<file path="src/dqp_pkg.sv">
// Shared types and constants for the dotted-quad address parser.
package dqp_pkg;

   typedef logic [2:0] phase_type;
   typedef logic [1:0] base_type;

   // Position within a token
   localparam phase_type PH_BETWEEN = 3'd0;
   localparam phase_type PH_LEAD    = 3'd1;
   localparam phase_type PH_SIGNED  = 3'd2;
   localparam phase_type PH_ZERO    = 3'd3;
   localparam phase_type PH_XPEND   = 3'd4;
   localparam phase_type PH_DIGITS  = 3'd5;
   localparam phase_type PH_DONE    = 3'd6;
   localparam phase_type PH_ENDED   = 3'd7;

   localparam base_type BASE_DEC = 2'd0;
   localparam base_type BASE_OCT = 2'd1;
   localparam base_type BASE_HEX = 2'd2;

   localparam logic [7:0] CHAR_NUL   = 8'h00;
   localparam logic [7:0] CHAR_TAB   = 8'h09;
   localparam logic [7:0] CHAR_CR    = 8'h0D;
   localparam logic [7:0] CHAR_SPACE = 8'h20;
   localparam logic [7:0] CHAR_PLUS  = 8'h2B;
   localparam logic [7:0] CHAR_MINUS = 8'h2D;
   localparam logic [7:0] CHAR_DOT   = 8'h2E;
   localparam logic [7:0] CHAR_ZERO  = 8'h30;
   localparam logic [7:0] CHAR_ONE   = 8'h31;
   localparam logic [7:0] CHAR_SEVEN = 8'h37;
   localparam logic [7:0] CHAR_NINE  = 8'h39;
   localparam logic [7:0] CHAR_UA    = 8'h41;
   localparam logic [7:0] CHAR_UF    = 8'h46;
   localparam logic [7:0] CHAR_UX    = 8'h58;
   localparam logic [7:0] CHAR_LA    = 8'h61;
   localparam logic [7:0] CHAR_LF    = 8'h66;
   localparam logic [7:0] CHAR_LX    = 8'h78;

   localparam int unsigned TOKEN_SLOTS = 4;
   localparam int unsigned BYTE_BITS   = 8;

endpackage

</file>
<file path="src/dotted_quad_to_ipv4_parser_top.sv">
// Dotted-quad IPv4 address parser: one character per transaction, address after the last.
// A character is registered at acceptance and parsed from that register, and the address of a
// string is registered when its last character advances and is then offered on rsp_.
// Throughput: one character per cycle; the parse is one shift-add of the token magnitude.
// A held result stalls the input only while a registered final character waits behind it.
// Reset (synchronous, active high) empties both registers and clears the parse state.
module dotted_quad_to_ipv4_parser_top #(
   parameter int unsigned ACC_BITS = 64
) (
   input  logic        clock,
   input  logic        reset,
   input  logic        req_valid,
   output logic        req_stall,
   input  logic [7:0]  req_char_in,
   input  logic        req_last_char,
   output logic        rsp_valid,
   input  logic        rsp_stall,
   output logic [31:0] rsp_address
);

   localparam int unsigned WIDE_BITS = ACC_BITS + 4;

   // input register
   logic                in_valid_ff, in_valid_in;
   logic [7:0]          char_ff;
   logic                last_ff;

   // parse state
   logic [ACC_BITS-1:0] token_value_ff, token_value_in;
   logic                overflowed_ff, overflowed_in;
   logic                negative_ff, negative_in;
   dqp_pkg::base_type   number_base_ff, number_base_in;
   dqp_pkg::phase_type  token_phase_ff, token_phase_in;
   logic [2:0]          token_index_ff, token_index_in;
   logic [31:0]         address_sum_ff, address_sum_in;

   // result register
   logic                out_valid_ff, out_valid_in;
   logic [31:0]         address_ff;

   logic                req_take, advance;

   // combinational step
   logic                is_dot, is_nul, is_space, is_sign, is_x;
   logic                is_dec, is_lo, is_up, is_oct;
   logic [3:0]          hex_val;
   logic                acc_en;
   dqp_pkg::base_type   acc_base;
   logic [WIDE_BITS-1:0] wide_tv, wide_sum;
   dqp_pkg::phase_type  phase_cur, phase_1;
   logic                neg_1;
   dqp_pkg::base_type   base_1;
   logic [ACC_BITS-1:0] tv_1;
   logic                ovf_1;
   logic                in_tok_cur, in_tok_1, commit;
   logic [7:0]          commit_byte;
   logic [31:0]         sum_1;
   logic [2:0]          idx_1;

   assign advance   = in_valid_ff && (!last_ff || !out_valid_ff || !rsp_stall);
   assign req_stall = in_valid_ff && !advance;
   assign req_take  = req_valid && !req_stall;

   assign in_valid_in  = req_take || (in_valid_ff && !advance);
   assign out_valid_in = (advance && last_ff) || (out_valid_ff && rsp_stall);

   // character classes
   always_comb begin
      is_dot   = (char_ff == dqp_pkg::CHAR_DOT);
      is_nul   = (char_ff == dqp_pkg::CHAR_NUL);
      is_space = (char_ff == dqp_pkg::CHAR_SPACE) ||
                 (char_ff >= dqp_pkg::CHAR_TAB && char_ff <= dqp_pkg::CHAR_CR);
      is_sign  = (char_ff == dqp_pkg::CHAR_PLUS) || (char_ff == dqp_pkg::CHAR_MINUS);
      is_x     = (char_ff == dqp_pkg::CHAR_LX) || (char_ff == dqp_pkg::CHAR_UX);
      is_dec   = (char_ff >= dqp_pkg::CHAR_ZERO) && (char_ff <= dqp_pkg::CHAR_NINE);
      is_oct   = (char_ff >= dqp_pkg::CHAR_ZERO) && (char_ff <= dqp_pkg::CHAR_SEVEN);
      is_lo    = (char_ff >= dqp_pkg::CHAR_LA) && (char_ff <= dqp_pkg::CHAR_LF);
      is_up    = (char_ff >= dqp_pkg::CHAR_UA) && (char_ff <= dqp_pkg::CHAR_UF);
      if (is_dec) begin
         hex_val = 4'(char_ff - dqp_pkg::CHAR_ZERO);
      end else if (is_lo) begin
         hex_val = 4'(char_ff - dqp_pkg::CHAR_LA + 8'd10);
      end else begin
         hex_val = 4'(char_ff - dqp_pkg::CHAR_UA + 8'd10);
      end
   end

   // phase step for one character
   always_comb begin
      phase_cur = (token_phase_ff == dqp_pkg::PH_BETWEEN) ? dqp_pkg::PH_LEAD : token_phase_ff;
      phase_1   = token_phase_ff;
      neg_1     = negative_ff;
      base_1    = number_base_ff;
      acc_en    = 1'b0;
      acc_base  = number_base_ff;
      in_tok_cur = (token_phase_ff != dqp_pkg::PH_BETWEEN) &&
                   (token_phase_ff != dqp_pkg::PH_ENDED);
      if (token_phase_ff == dqp_pkg::PH_ENDED) begin
         phase_1 = dqp_pkg::PH_ENDED;
      end else if (is_nul) begin
         phase_1 = dqp_pkg::PH_ENDED;
      end else if (is_dot) begin
         phase_1 = dqp_pkg::PH_BETWEEN;
      end else begin
         phase_1 = phase_cur;
         unique case (phase_cur) inside
            dqp_pkg::PH_LEAD, dqp_pkg::PH_SIGNED: begin
               if (phase_cur == dqp_pkg::PH_LEAD && is_space) begin
                  phase_1 = dqp_pkg::PH_LEAD;
               end else if (phase_cur == dqp_pkg::PH_LEAD && is_sign) begin
                  neg_1   = (char_ff == dqp_pkg::CHAR_MINUS);
                  phase_1 = dqp_pkg::PH_SIGNED;
               end else if (char_ff == dqp_pkg::CHAR_ZERO) begin
                  phase_1 = dqp_pkg::PH_ZERO;
               end else if (char_ff >= dqp_pkg::CHAR_ONE && char_ff <= dqp_pkg::CHAR_NINE) begin
                  phase_1  = dqp_pkg::PH_DIGITS;
                  base_1   = dqp_pkg::BASE_DEC;
                  acc_base = dqp_pkg::BASE_DEC;
                  acc_en   = 1'b1;
               end else begin
                  phase_1 = dqp_pkg::PH_DONE;
               end
            end
            dqp_pkg::PH_ZERO: begin
               if (is_x) begin
                  phase_1 = dqp_pkg::PH_XPEND;
               end else if (is_oct) begin
                  phase_1  = dqp_pkg::PH_DIGITS;
                  base_1   = dqp_pkg::BASE_OCT;
                  acc_base = dqp_pkg::BASE_OCT;
                  acc_en   = 1'b1;
               end else begin
                  phase_1 = dqp_pkg::PH_DONE;
               end
            end
            dqp_pkg::PH_XPEND: begin
               if (is_dec || is_lo || is_up) begin
                  phase_1  = dqp_pkg::PH_DIGITS;
                  base_1   = dqp_pkg::BASE_HEX;
                  acc_base = dqp_pkg::BASE_HEX;
                  acc_en   = 1'b1;
               end else begin
                  phase_1 = dqp_pkg::PH_DONE;
               end
            end
            dqp_pkg::PH_DIGITS: begin
               if ((number_base_ff == dqp_pkg::BASE_HEX && (is_dec || is_lo || is_up)) ||
                   (number_base_ff == dqp_pkg::BASE_OCT && is_oct) ||
                   (number_base_ff == dqp_pkg::BASE_DEC && is_dec)) begin
                  acc_en = 1'b1;
               end else begin
                  phase_1 = dqp_pkg::PH_DONE;
               end
            end
            default: begin
               phase_1 = phase_cur;
            end
         endcase
      end
   end

   // shift-add of the magnitude; any carry beyond ACC_BITS saturates the token
   always_comb begin
      wide_tv = {4'b0000, token_value_ff};
      case (acc_base)
         dqp_pkg::BASE_HEX: wide_sum = (wide_tv << 4) + WIDE_BITS'(hex_val);
         dqp_pkg::BASE_OCT: wide_sum = (wide_tv << 3) + WIDE_BITS'(hex_val);
         default:           wide_sum = (wide_tv << 3) + (wide_tv << 1) + WIDE_BITS'(hex_val);
      endcase
      tv_1  = token_value_ff;
      ovf_1 = overflowed_ff;
      if (acc_en && !overflowed_ff) begin
         if (|wide_sum[WIDE_BITS-1:ACC_BITS]) begin
            ovf_1 = 1'b1;
         end else begin
            tv_1 = wide_sum[ACC_BITS-1:0];
         end
      end
   end

   // finish a token at a dot, a NUL or the end of the string
   always_comb begin
      in_tok_1 = (phase_1 != dqp_pkg::PH_BETWEEN) && (phase_1 != dqp_pkg::PH_ENDED);
      commit   = (in_tok_cur && (is_dot || is_nul)) || (last_ff && in_tok_1);
      if (ovf_1) begin
         commit_byte = 8'hFF;
      end else if (neg_1) begin
         commit_byte = 8'h00 - tv_1[7:0];
      end else begin
         commit_byte = tv_1[7:0];
      end
      sum_1 = address_sum_ff;
      idx_1 = token_index_ff;
      if (commit && (token_index_ff < 3'(dqp_pkg::TOKEN_SLOTS))) begin
         idx_1 = token_index_ff + 3'd1;
         unique case (token_index_ff[1:0])
            2'd0:    sum_1[31:24] = commit_byte;
            2'd1:    sum_1[23:16] = commit_byte;
            2'd2:    sum_1[15:8]  = commit_byte;
            default: sum_1[7:0]   = commit_byte;
         endcase
      end
   end

   always_comb begin
      token_value_in = token_value_ff;
      overflowed_in  = overflowed_ff;
      negative_in    = negative_ff;
      number_base_in = number_base_ff;
      token_phase_in = token_phase_ff;
      token_index_in = token_index_ff;
      address_sum_in = address_sum_ff;
      if (advance) begin
         token_phase_in = phase_1;
         token_index_in = idx_1;
         address_sum_in = sum_1;
         if (commit) begin
            token_value_in = '0;
            overflowed_in  = 1'b0;
            negative_in    = 1'b0;
            number_base_in = dqp_pkg::BASE_DEC;
         end else begin
            token_value_in = tv_1;
            overflowed_in  = ovf_1;
            negative_in    = neg_1;
            number_base_in = base_1;
         end
         // drop all state once the string is done
         if (last_ff) begin
            token_phase_in = dqp_pkg::PH_BETWEEN;
            token_index_in = '0;
            address_sum_in = '0;
         end
      end
   end

   always_ff @(posedge clock) begin
      if (reset) begin
         in_valid_ff    <= 1'b0;
         out_valid_ff   <= 1'b0;
         token_value_ff <= '0;
         overflowed_ff  <= 1'b0;
         negative_ff    <= 1'b0;
         number_base_ff <= dqp_pkg::BASE_DEC;
         token_phase_ff <= dqp_pkg::PH_BETWEEN;
         token_index_ff <= '0;
         address_sum_ff <= '0;
      end else begin
         in_valid_ff    <= in_valid_in;
         out_valid_ff   <= out_valid_in;
         token_value_ff <= token_value_in;
         overflowed_ff  <= overflowed_in;
         negative_ff    <= negative_in;
         number_base_ff <= number_base_in;
         token_phase_ff <= token_phase_in;
         token_index_ff <= token_index_in;
         address_sum_ff <= address_sum_in;
      end
   end

   always_ff @(posedge clock) begin
      if (req_take) begin
         char_ff <= req_char_in;
         last_ff <= req_last_char;
      end
      if (advance && last_ff) begin
         address_ff <= sum_1;
      end
   end

   assign rsp_valid   = out_valid_ff;
   assign rsp_address = address_ff;

endmodule

</file>
<file path="config.mk">
export PLATFORM = sky130hd
export DESIGN_NAME = dotted_quad_to_ipv4_parser_top
export DESIGN_NICKNAME = d
export VERILOG_FILES = /design/src/dqp_pkg.sv /design/src/dotted_quad_to_ipv4_parser_top.sv
export SDC_FILE = /design/constraint.sdc
export NUM_CORES = 1
export LEC_CHECK = 0
export BUFFER_PORTS_ARGS = -buffer_cell sky130_fd_sc_hd__buf_2
export CAP_MARGIN = 20
export CORE_MARGIN = 2
export CORE_UTILIZATION = 36
export CTS_CLUSTER_DIAMETER = 80
export DETAILED_ROUTE_END_ITERATION = 7
export SYNTH_ARGS = -nofsm -noshare
export SYNTH_HDL_FRONTEND = slang
export SYNTH_SLANG_ARGS = --single-unit
</file>
<file path="constraint.sdc">
create_clock -name clock -period 5.6 [get_ports clock]
set_clock_uncertainty 0.05 [all_clocks]
set_input_delay 0.56 -clock clock [delete_from_list [all_inputs] [get_ports clock]]
set_output_delay 0.56 -clock clock [all_outputs]
set_load 0.005 [all_outputs]
</file>
* Word-level counts from Yosys, hierarchy flattened *
Index checks and enable logic that the tools add are counted.
W data, S select, Z words.

cells by class
  eq/ne operators = 22
  $add $sub $neg = 11
  mux-type cells = 64
  order comparisons = 11
  reduce and logical (&&, ||, !) cells = 54

operator list
  cell                   number
  $mux W64               3
  $add A68 B4 Y68        2
  $pmux W68 S2           1
  $add A67 B4 Y68        1
  $add A67 B65 Y68       1
  $mux W32               2
  $mux W8                6
  $eq A8 B6 Y1 const B   5
  $mux W3                11
  $mux W2                15
  $logic_and A1 B1 Y1    22
  $mux W1                21
  $eq A8 B7 Y1 const B   2
  $ge A8 B6 Y1 const B   2
  $ge A8 B7 Y1 const B   2
  $le A8 B6 Y1 const B   2
  $le A8 B7 Y1 const B   2
  $logic_or A1 B1 Y1     13
  $pmux W3 S4            1
  $sub A4 B1 Y4 const B  3
  $eq A3 B3 Y1 const B   3
  $add A4 B4 Y4 const B  2
  $ge A8 B4 Y1 const B   1
  $le A8 B4 Y1 const B   1
  23 further kinds       38

word-level totals
  word-level logic and storage cells = 175
  register bits = 149
  input bits = 13
  output and inout bits = 34

* Longest topological paths before layout *
Gate-level depths: netlist of the first run.

  word-level depth = 21
  mapped depth = 24
  depth with buffers taken out = 23

* Least setup slack after synthesis of the first run *
Ideal clock, no wire load.

  path kind = flip-flop to flip-flop
  start = register char_ff[0]
  end = register address_ff[12] (netlist: rsp_address[12]) (data pin)
  library setup time = 0.268 ns
  setup slack = 0.072 ns
  required time = 5.282 ns
  cell stages (with the launch flop) = 22
  period minus slack after synthesis = 5.528 ns
  arrival time = 5.211 ns
  buffers on the path = 1
  path through = edfxtp_1 inv_1 ha_1 o21bai_2 a2111oi_4 nor2_1 xnor2_1 fa_1 ha_1 a211oi_1 o21bai_1 o2111ai_1 o21a_1 o41ai_1 o211ai_1 a2111o_1 a31oi_1 a31o_4 buf_2 nand2_1 a31oi_1 o31ai_1

between the ends
  word-level cells in the longest chain between the ends = 20
  elaborated cells on any way between the ends = 109
  classes of those cells = add/sub (9); order compare (10); eq/ne (10); mux (52); reduce/logical (28)

ends and longest elaborated chain
  item                                                      line                                   RTL
  from (decl)                                               dotted_quad_to_ipv4_parser_top.sv:25   logic [7:0] char_ff;
  from (signal assigned)                                    dotted_quad_to_ipv4_parser_top.sv:263  char_ff <= req_char_in;
  branches (longest 19 deep; another with $add A68 B4 Y68)  --
  $mux W32 (*)                                              dotted_quad_to_ipv4_parser_top.sv:194  if (commit && (token_index_ff < 3'(dqp_pkg::TOKEN_SLOTS))) begin
  via sum_1[12]                                             dotted_quad_to_ipv4_parser_top.sv:57   logic [31:0] sum_1;
  to (signal assigned)                                      dotted_quad_to_ipv4_parser_top.sv:267  address_ff <= sum_1;
  to (decl)                                                 dotted_quad_to_ipv4_parser_top.sv:39   logic [31:0] address_ff;

Mark *: on every way through the listed nets, which the timed path passes. The select of a mux whose other input is x is not followed.
A chain may end at the register's enable or synchronous reset.

* Worst setup path after layout of the first run *
  start = register char_ff[1]
  end = register token_value_ff[46]

between the ends
  word-level cells in the longest chain between the ends = 18
  elaborated cells on any way between the ends = 99
  classes of those cells = add/sub (8); order compare (10); eq/ne (11); mux (41); reduce/logical (29)

ends and longest elaborated chain
  item                                                      line                                   RTL
  branches (longest 18 deep; another with $add A68 B4 Y68)  --
  to (signal assigned)                                      dotted_quad_to_ipv4_parser_top.sv:251  token_value_ff <= token_value_in;
  to (decl)                                                 dotted_quad_to_ipv4_parser_top.sv:29   logic [ACC_BITS-1:0] token_value_ff, token_value_in;

Parallel ways; which one is timed is not known. The select of a mux whose other input is x is not followed.

==> impl_metrics.json, run 1 <==
{
  "final_cell_mix": "nand2_1 (200), a21oi_1 (170), nor2_1 (155), ha_1 (132), o21ai_0 (111)",
  "drv_slew": 0,
  "cts_hold_buf": 0,
  "worst_skew_pair.late_latency_ps": 450,
  "synthFlopType": "dfxtp_1",
  "drv_cap": 0,
  "clock-sinks": 149,
  "row_count": 71,
  "hp-class": "primary input to flop",
  "synth_area_um2": 13570,
  "initial_core_util_pct": 36.28,
  "period_minus_slack_ps": 5413,
  "syn_to_final_growth_pct": 12.78,
  "slew-limit-headroom_pct": 38.41,
  "cp_max_fo": 7,
  "synth_area_leaders": "dfxtp_1 (16%), ha_1 (13%), edfxtp_1 (9.1%), a21oi_1 (6.3%), nand2_1 (5.6%)",
  "viasPerCell": 5.931,
  "antenna_left": 0,
  "p_per_area_nw_per_um2": 164.6,
  "routedWlPerCell_um": 18.24,
  "firstDrtPassIters": 6,
  "grt_start_max_net_pins": 67,
  "yosysTopAreaCellShare_pct": 15.93,
  "p_leak_nw": 6.258,
  "end_kind": "flop",
  "clkPwrFrac_pct": 47.6,
  "start_kind": "flop",
  "pre_cts_ws_ps": -315.7,
  "place.gp.congestion": 0.8894,
  "setup_viol": 0,
  "grt.total_usage_pct": 20.92,
  "hold_depth": 1,
  "grt_pass1_vias": 12752,
  "die_w_um": 198.1,
  "irDropWorstVdd_v": 0.0002095,
  "routed.top_layer": "met4",
  "drt-met1-wl_um": 18860,
  "core_um2": 37400,
  "syn-num-nets": 1903,
  "diodes": 0,
  "die_h_um": 198.1,
  "drt_iter0_drc": 1467,
  "max_slew.worst_pin.slew_ps": 920.5,
  "p_total_mw": 2.520,
  "grt_pass1_wl_um": 66730,
  "internal_power_mw": 1.787,
  "num-nets-final": 1917,
  "status": "finished clean",
  "layout-drive-gt1-share_pct": 10.64,
  "fill_cells": 3783,
  "path_class": "flop to flop",
  "r2r_slack_ps": 190,
  "met2_length_um": 19400,
  "grt_overflow": 0,
  "dieArea_um2": 39260,
  "fin_crit_sh_pct": 96.66,
  "cts_buffers": 17,
  "htreeDepth": 4,
  "finalNonFillerCells": 2287,
  "seq_area_frac_synth_pct": 25.01,
  "drc": 0,
  "avgSynthCellArea_um2": 7.758,
  "synth-edff-count": 41,
  "cts_tree": "yes",
  "hpwl_um": 29790,
  "ys_ff_latch": 149,
  "route.met3.wl_um": 2561,
  "async_reset_ff_share_pct": 0,
  "final-hold-violation-count": 0,
  "io_buffer_count": 46,
  "synth.distinct_cells": 82,
  "fmax_ghz": 0.1847,
  "final_common_cell": "nand2_1",
  "reg2regPathDepth": 23,
  "clockBufferDepth": 2,
  "swShare_pct": 29.07,
  "io_pins": 47,
  "cts_root_buf": "clkbuf_16",
  "placed_cells": 2244,
  "cp.arrival_ps": 5740,
  "grt_antenna_before_repair": 0,
  "drt-total-wl_um": 41700,
  "switchingPower_uw": 732.5,
  "synthCells": 1749,
  "path_clk_slew_ps": 80,
  "comb_power_share_pct": 7.6,
  "vias": 13564,
  "ys_warn_count": 0,
  "crit_required_ps": 5920,
  "yosysTopAreaCell": "dfxtp_1",
  "fin_ws_ps": 186.9,
  "power_frac_seq_pct": 44.8
}
==> metrics by stage <==
stage	hold WS [ps]	instance area, µm²	TNS, ps	util (%)
floorplan	379.5	13570	0	-
global placement	391.0	14390	-3659	38.46
detailed placement	406.1	14410	-8681	38.54
CTS	218.2	15060	0	40.26
global route	220.1	15300	-208.6	40.92
finish	230.9	15300	0	40.92
==> final cells by class <==
type | instances | area (µm²) | area share, %
Sequential cell | 149 | 3393 | 22.17
Clock buffer | 17 | 425.4 | 2.780
Timing Repair Buffer | 97 | 678.2 | 4.431
Tap cell | 511 | 639.4 | 4.178
Inverter | 39 | 146.4 | 0.9566
Multi-Input combinational cell | 1459 | 9838 | 64.29
Clock inverter | 15 | 182.7 | 1.194
==> metal layers <==
layer,GRT usage [%],up-vias
li1,-,6598
met2,34.91,480
met5,0,-
met4,6.461,0
met3,2.657,62
met1,28.02,6424
==> path summary, 6_finish.rpt <==
| kind | from | end |
|---|---|---|
| worst min register to register | negative_ff$_SDFFE_PP0P_ | negative_ff$_SDFFE_PP0P_ |
| worst max register to register | char_ff[1]$_DFFE_PP_ | token_value_ff[46]$_SDFFE_PP0P_ |
| worst min-delay path | req_char_in[3] | char_ff[3]$_DFFE_PP_ |
| worst max-delay path | char_ff[1]$_DFFE_PP_ | token_value_ff[46]$_SDFFE_PP0P_ |
==> synthesized netlist by cell type, types with 6 or more instances <==
cell type    n
dfxtp_1    108
edfxtp_1    41
a31oi_1     22
a21oi_1    170
o41ai_1      8
a2bb2oi_1   10
nor3b_1      6
o21a_1      12
a32oi_1     12
and4_1      10
a211o_1     10
inv_1       39
o211ai_1    23
nor2b_1     11
ha_1       139
nand4_1     33
and3_1      26
o21ai_0    114
nand2b_1     7
nor2_1     156
or2_2       10
a21o_1      32
nor4_1      10
a22o_1      16
nor3_1      32
nand2_1    201
clkbuf_1    85
a221oi_1    25
buf_2       13
xnor2_1     63
nand3_1     62
o31ai_1     16
o21bai_1    10
a22oi_1     63
a211oi_1    19
and2_1      16
xor2_1      39
==> state kept, by name, indices dropped and copies added, names as in the netlist <==
name and cells:
token_value_ff 64, address_sum_ff 32, rsp_address 32, char_ff 8, token_index_ff 3, token_phase_ff 3
number_base_ff 2, in_valid_ff 1, last_ff 1, negative_ff 1, overflowed_ff 1, rsp_valid 1
==> power groups by stage <==
| stage | Sequential, mW | Combinational (mW) | Clock, mW |
|---|---|---|---|
| floorplan | 1.15 | 0.113 | 0 |
| global placement | 1.15 | 0.172 | 0 |
| detailed placement | 1.15 | 0.177 | 0 |
| CTS | 1.13 | 0.178 | 1.21 |
| global route | 1.13 | 0.210 | 1.26 |
| finish | 1.13 | 0.192 | 1.20 |
==> worst max-delay path, cell delays in order (launching register included) <==
cell	delay (ps)
edfxtp_1	410
inv_2	120
ha_4	150
o21bai_4	80
a2111oi_4	450
and2b_1	270
xnor2_2	190
inv_2	60
ha_4	220
ha_4	170
fa_2	380
a21o_1	190
a221o_1	380
nand3_2	130
nand2_4	80
a21o_1	220
a211o_1	260
a31oi_1	190
a31oi_2	130
a31o_4	270
or3_4	410
buf_8	150
a211o_1	240
a21oi_2	130
==> timing repair <==
action | CTS | global route
endpoints found under the setup margin | 108 | 113
pin swaps | 1 | 15
gates cloned | 0 | 2
setup buffers | 3 | 6
gates resized for setup | 3 | 37
==> logic make-up (layout without fill, tap and decap cells) <==
kind of cell | count (synthesis) | after routing | share of synthesized area [%]
simple gates | 604 | 604 | 21.06
flops | 149 | 149 | 25.01
fa+ha+maj | 141 | 141 | 13.11
compound gates | 605 | 606 | 29.67
mux | 6 | 6 | 0.4610
xor+xnor | 102 | 102 | 6.584
buf+inv | 142 | 168 | 4.103
No activity file was read; power rests on OpenSTA's default activity.
==> run 2, diff against run 1 <==
--- a/config.mk
+++ b/config.mk
@@ -7,10 +7,11 @@
 export LEC_CHECK = 0
 export BUFFER_PORTS_ARGS = -buffer_cell sky130_fd_sc_hd__buf_2
 export CAP_MARGIN = 20
-export CORE_MARGIN = 2
+export CORE_MARGIN = 5
 export CORE_UTILIZATION = 36
 export CTS_CLUSTER_DIAMETER = 80
 export DETAILED_ROUTE_END_ITERATION = 7
+export RECOVER_POWER = 100
 export SYNTH_ARGS = -nofsm -noshare
 export SYNTH_HDL_FRONTEND = slang
 export SYNTH_SLANG_ARGS = --single-unit
==> run 2 against run 1 <==
Hold slack worse by 2.5 ps. Sequential power about the same. Critical path depth down 2. Critical path type unchanged. Clock-buffer cell count up 1. Via count down 1.1%. Routed wire length down 1.4%. First-iteration DRC count down 13%.
==> impl_metrics.json, run 2 (same netlist as run 1, synthesis figures left out) <==
{
  "grt.total_usage_pct": 19.20,
  "fin_crit_sh_pct": 95.78,
  "p_total_mw": 2.479,
  "final-hold-violation-count": 0,
  "max_slew.worst_pin.slew_ps": 1297,
  "drc": 0,
  "top_register": "token_value_ff",
  "grt_overflow": 0,
  "period_minus_slack_ps": 5364,
  "clock-sinks": 149,
  "slew-limit-headroom_pct": 13.52,
  "p_per_area_nw_per_um2": 164.2,
  "hp-class": "primary input to flop",
  "hold_depth": 1,
  "cp.arrival_ps": 5690,
  "fmax_ghz": 0.1864,
  "hpwl_um": 29330,
  "die_w_um": 204.1,
  "crit_required_ps": 5930,
  "cp_max_fo": 10,
  "p_leak_nw": 6.133,
  "vias": 13414,
  "multi_input_area_um2": 9746,
  "grt_antenna_before_repair": 0,
  "routedWlPerCell_um": 18.03,
  "r2r_start": "char_ff[0]$_DFFE_PP_",
  "clockBufferDepth": 2,
  "finalNonFillerCells": 2280,
  "drv_slew": 0,
  "antenna_left": 0,
  "cts_buffers": 17,
  "holdPathEnd": "char_ff[7]$_DFFE_PP_",
  "timing.hold.ws_ps": 228.4,
  "dieArea_um2": 41680,
  "path_class": "flop to flop",
  "irDropWorstVdd_v": 0.0002215,
  "syn_to_final_growth_pct": 11.26,
  "io_pins": 47,
  "start_kind": "flop",
  "internal_power_mw": 1.811,
  "initial_core_util_pct": 36.28,
  "htreeDepth": 4,
  "clkPwrFrac_pct": 47.1,
  "drv_cap": 0,
  "cts_tree": "yes",
  "r2r_slack_ps": 240,
  "regArea_um2": 3393,
  "end_kind": "flop",
  "reg2regPathDepth": 21,
  "firstDrtPassIters": 5,
  "power_frac_seq_pct": 45.6,
  "layout-drive-gt1-share_pct": 8.875,
  "core_um2": 37400,
  "row_count": 71,
  "drt-total-wl_um": 41120,
  "num-nets-final": 1910,
  "fill_cells": 3851,
  "switchingPower_uw": 668.3,
  "rsz0062_at_grt": "true",
  "final_core_util_pct": 40.37,
  "reg2reg_to": "token_value_ff[46]$_SDFFE_PP0P_",
  "viasPerCell": 5.883,
  "final_cell_mix": "nand2_1 (200), a21oi_1 (170), nor2_1 (156), ha_1 (134), o21ai_0 (112)",
  "grt_start_max_net_pins": 72,
  "drt_iter0_drc": 1278,
  "comb_power_share_pct": 7.3,
  "cts_root_buf": "clkbuf_16",
  "min_from": "req_char_in[7]",
  "placed_cells": 2242,
  "grt_pass1_wl_um": 66400,
  "worst_skew_pair.late_latency_ps": 460,
  "die_h_um": 204.1,
  "largest_reg_flops": 64,
  "swShare_pct": 26.96,
  "setup_viol": 0,
  "status": "finished clean",
  "place.gp.congestion": 0.9171,
  "io_buffer_count": 46,
  "path_clk_slew_ps": 70,
  "diodes": 0,
  "grt_pass1_vias": 12685,
  "final_common_cell": "nand2_1"
}
-- run 2: power groups by stage --
stage               Combinational, mW  Sequential (mW)  Clock (mW)
finish                          0.181             1.13        1.17
global route                    0.199             1.13        1.23
CTS                             0.170             1.13        1.19
detailed placement              0.169             1.15           0
global placement                0.166             1.15           0
floorplan                       0.113             1.15           0
-- run 2: worst max-delay path by stage --
stage	start	endpoint	slack [ps]	cells past startpoint
floorplan	char_ff[0]$_DFFE_PP_	rsp_address[12]$_DFFE_PP_	70	21
global placement	char_ff[0]$_DFFE_PP_	rsp_address[7]$_DFFE_PP_	-100	19
detailed placement	char_ff[0]$_DFFE_PP_	rsp_address[7]$_DFFE_PP_	-160	19
CTS	char_ff[0]$_DFFE_PP_	token_value_ff[46]$_SDFFE_PP0P_	9	23
global route	char_ff[0]$_DFFE_PP_	token_value_ff[60]$_SDFFE_PP0P_	-30	21
finish	char_ff[0]$_DFFE_PP_	token_value_ff[46]$_SDFFE_PP0P_	240	21
-- run 2: layout make-up --
class | count | area share, %
multi-input combinational | 1459 | 64.55
sequential | 149 | 22.48
tap | 511 | 4.235
timing repair buffer | 90 | 3.912
clock buffer | 18 | 2.909
inverter | 39 | 0.9697
clock inverter | 14 | 0.9448
-- run 2: metal layers --
layer | up-vias | share of wire, % | track usage [%]
met5 | - | 0 | 0
met4 | 0 | 1.8 | 5.743
met3 | 49 | 6.6 | 2.872
met2 | 467 | 46 | 31.42
met1 | 6315 | 45 | 26.28
li1 | 6583 | - | -
-- run 2: repair_timing --
action | in CTS | in global routing
pin swaps | 0 | 4
cloned | 0 | 2
setup endpoints to repair | 47 | 111
hold buffers | 0 | 0
setup buffers | 0 | 3
gates resized for setup | 3 | 24
-- run 2: through the flow --
stage	cell area [µm²]	TNS [ps]	setup slack (ps)
floorplan	13570	0	71.61
global placement	14370	-213.0	-100.1
detailed placement	14370	-1486	-162.9
CTS	14960	0	9.219
global route	15100	-159.6	-28.76
finish	15100	0	236.1
-- run 2: worst max-delay path, stage by stage, from the launching register on --
cell and delay, ps:
edfxtp_1 400, inv_2 90, ha_2 180, o21bai_2 100, a2111oi_4 350, nor2_1 130, xnor2_2 260, fa_2 520
fa_2 410, a21o_1 200, a221o_1 340, nand3_2 90, nand2_2 100, a21o_1 240, a211o_1 260, a31oi_1 160
a31oi_2 170, a31o_4 310, or3_1 370, buf_6 170, a211o_1 240, a21oi_2 130
==> run 3, diff against run 2 <==
--- a/config.mk
+++ b/config.mk
@@ -12,6 +12,7 @@
 export CTS_CLUSTER_DIAMETER = 80
 export DETAILED_ROUTE_END_ITERATION = 7
 export RECOVER_POWER = 100
+export SETUP_SLACK_MARGIN = 0.3
 export SYNTH_ARGS = -nofsm -noshare
 export SYNTH_HDL_FRONTEND = slang
 export SYNTH_SLANG_ARGS = --single-unit
==> run 3 against run 2 <==
Hold slack improved by 7.3 ps. Fmax hardly changed. Critical endpoint is now token_value_ff[60]$_SDFFE_PP0P_. Non-clock buffer count rose by 30. Sequential power about the same. Register-to-register slack barely moved. Final cell count up 1.3%. Clock-buffer cell count did not move. Design area up 5.5%. Die area is the same. Via count up 3.1%.
==> impl_metrics.json, run 3 (same netlist as run 1, synthesis figures left out) <==
{
  "status": "finished clean",
  "r2r_slack_ps": 240,
  "max_slew.worst_pin.slew_ps": 1367,
  "comb_power_share_pct": 9.6,
  "swShare_pct": 27.96,
  "largest_reg_flops": 64,
  "initial_core_util_pct": 36.28,
  "final-hold-violation-count": 0,
  "vias": 13834,
  "grt_start_max_net_pins": 70,
  "path_class": "flop to flop",
  "internal_power_mw": 1.787,
  "top_register": "token_value_ff",
  "layout-drive-gt1-share_pct": 14.29,
  "cts_hold_buf": 0,
  "slowest_delay_ps": 460,
  "rsz0062_at_grt": "true",
  "htreeDepth": 4,
  "reg2reg_to": "token_value_ff[60]$_SDFFE_PP0P_",
  "worst_skew_pair.late_latency_ps": 450,
  "switchingPower_uw": 693.6,
  "grt.total_usage_pct": 19.97,
  "drt-total-wl_um": 44310,
  "cp_slowest_cell": "edfxtp_1",
  "grt_pass1_wl_um": 68650,
  "fill_cells": 3767,
  "grt_pass1_vias": 12849,
  "slew-limit-headroom_pct": 8.888,
  "p_per_area_nw_per_um2": 155.7,
  "firstDrtPassIters": 6,
  "end_kind": "flop",
  "endpoint": "token_value_ff[60]$_SDFFE_PP0P_",
  "place.gp.congestion": 0.9146,
  "met2_usage_pct": 32.60,
  "cp_max_fo": 7,
  "setup_viol": 0,
  "p_total_mw": 2.481,
  "die_w_um": 204.1,
  "grt_antenna_before_repair": 0,
  "hp-class": "primary input to flop",
  "drv_slew": 0,
  "num-nets-final": 1939,
  "io_pins": 47,
  "fin_area_um2": 15930,
  "dpl_cell_area_um2": 14410,
  "pre_cts_ws_ps": -271.2,
  "startpoint": "char_ff[0]$_DFFE_PP_",
  "power_frac_seq_pct": 45.5,
  "use_met3_pct": 2.856,
  "diodes": 0,
  "cp_top_family": "compound AO/OA/AOI/OAI gates",
  "final_common_cell": "nand2_1",
  "grtUsageMet1_pct": 27.56,
  "cts_root_buf": "clkbuf_16",
  "hpwl_um": 29590,
  "dieArea_um2": 41680,
  "die_h_um": 204.1,
  "routedWlPerCell_um": 19.19,
  "cp.arrival_ps": 5690,
  "row_count": 71,
  "start_kind": "flop",
  "drv_cap": 0,
  "crit_required_ps": 5930,
  "drt_iter0_drc": 1195,
  "reg2regPathDepth": 26,
  "fmax_ghz": 0.1866,
  "final_cell_mix": "nand2_1 (192), a21oi_1 (169), nor2_1 (153), ha_1 (132), dfxtp_1 (108)",
  "final_core_util_pct": 42.60,
  "period_minus_slack_ps": 5360,
  "grt.busiest_layer": "met2",
  "clock-sinks": 149,
  "io_buffer_count": 46,
  "cts_tree": "yes",
  "fin_crit_sh_pct": 95.72,
  "grt_overflow": 0,
  "critPathBufInv": 6,
  "cts_buffers": 17,
  "antenna_left": 0,
  "drc": 0,
  "clockBufferDepth": 2,
  "fin_ws_ps": 239.9,
  "path_clk_slew_ps": 70,
  "hold_depth": 1,
  "irDropWorstVdd_v": 0.0002087,
  "clkPwrFrac_pct": 44.8,
  "tns_ps": 0,
  "viasPerCell": 5.991,
  "syn_to_final_growth_pct": 17.43,
  "cpMostUsedCell": "ha_4",
  "crit_cells": 26,
  "core_um2": 37400,
  "r2r_start": "char_ff[0]$_DFFE_PP_",
  "p_leak_nw": 6.471
}
run 3: cell count changes in the layout (fill, tap and decap cells not counted), moves of 8 or more:
cell,before,now
a22oi_1,63,36
a22oi_2,0,27
buf_4,39,54
o21ai_0,112,101
o21ai_2,1,10
a2bb2oi_1,10,2
a2bb2oi_2,0,8
nand2_1,200,192
run 3: routing by layer:
layer / share of wire [%] / vias up
met5: 0 / -
li1: - / 6638
met3: 6.0 / 75
met4: 2.7 / 0
met2: 46 / 475
met1: 46 / 6646
run 3: worst reg2reg max path: stages (launching register included):
cell	delay [ps]
edfxtp_1	460
inv_2	110
ha_4	140
o21bai_4	80
a2111oi_4	390
and2b_1	260
xnor2_2	180
inv_2	70
ha_4	220
ha_4	170
fa_2	380
a21o_1	210
a221o_1	350
nand3_2	110
nand2_4	60
a21o_1	190
a211o_1	250
a31oi_1	160
a31oi_1	110
a31o_4	250
buf_12	130
buf_8	120
nor3_4	230
buf_6	190
buf_12	150
o211ai_1	120
a21oi_1	140
run 3: what timing repair did:
action                                  in CTS  in global routing
pin swaps                                   12                 72
resized for setup                           47                 87
endpoints found under the setup margin     113                113
buffers inserted                            18                 11
endpoints found under the hold margin        0                  0
cloned                                       4                  5
run 3: per-stage QoR:
stage	hold slack (ps)	instances
finish	235.7	2309
global route	216.9	2309
CTS	220.8	2293
detailed placement	411.2	2239
global placement	394.3	2238
floorplan	379.5	1749
run 3: worst min path at each step:
stage | start | endpoint | slack, ps
3_5_place_dp | address_sum_ff[0]$_SDFFE_PP0P_ | address_sum_ff[0]$_SDFFE_PP0P_ | 410
4_1_cts | req_char_in[6] | char_ff[6]$_DFFE_PP_ | 220
6_report | req_char_in[7] | char_ff[7]$_DFFE_PP_ | 240
2_1_floorplan | negative_ff$_SDFFE_PP0P_ | negative_ff$_SDFFE_PP0P_ | 380
5_1_grt | req_char_in[1] | char_ff[1]$_DFFE_PP_ | 220
3_3_place_gp | negative_ff$_SDFFE_PP0P_ | negative_ff$_SDFFE_PP0P_ | 390
run 3: final cells by class:
type	instances	area [µm²]	share of cell area [%]
inverters	39	146.4	0.9187
clock inverters	14	120.1	0.7538
repair buffers	120	1044	6.549
flip-flops and latches	149	3393	21.30
well taps	511	639.4	4.013
multi-input cells	1458	10160	63.77
clock buffers	18	430.4	2.701
run 3: power groups by stage:
stage	Sequential, mW	Clock, mW	Combinational [mW]
after floorplan	1.15	0	0.115
after global placement	1.15	0	0.171
after detailed placement	1.15	0	0.176
after CTS	1.13	1.14	0.214
after global routing	1.13	1.18	0.256
final	1.13	1.11	0.239
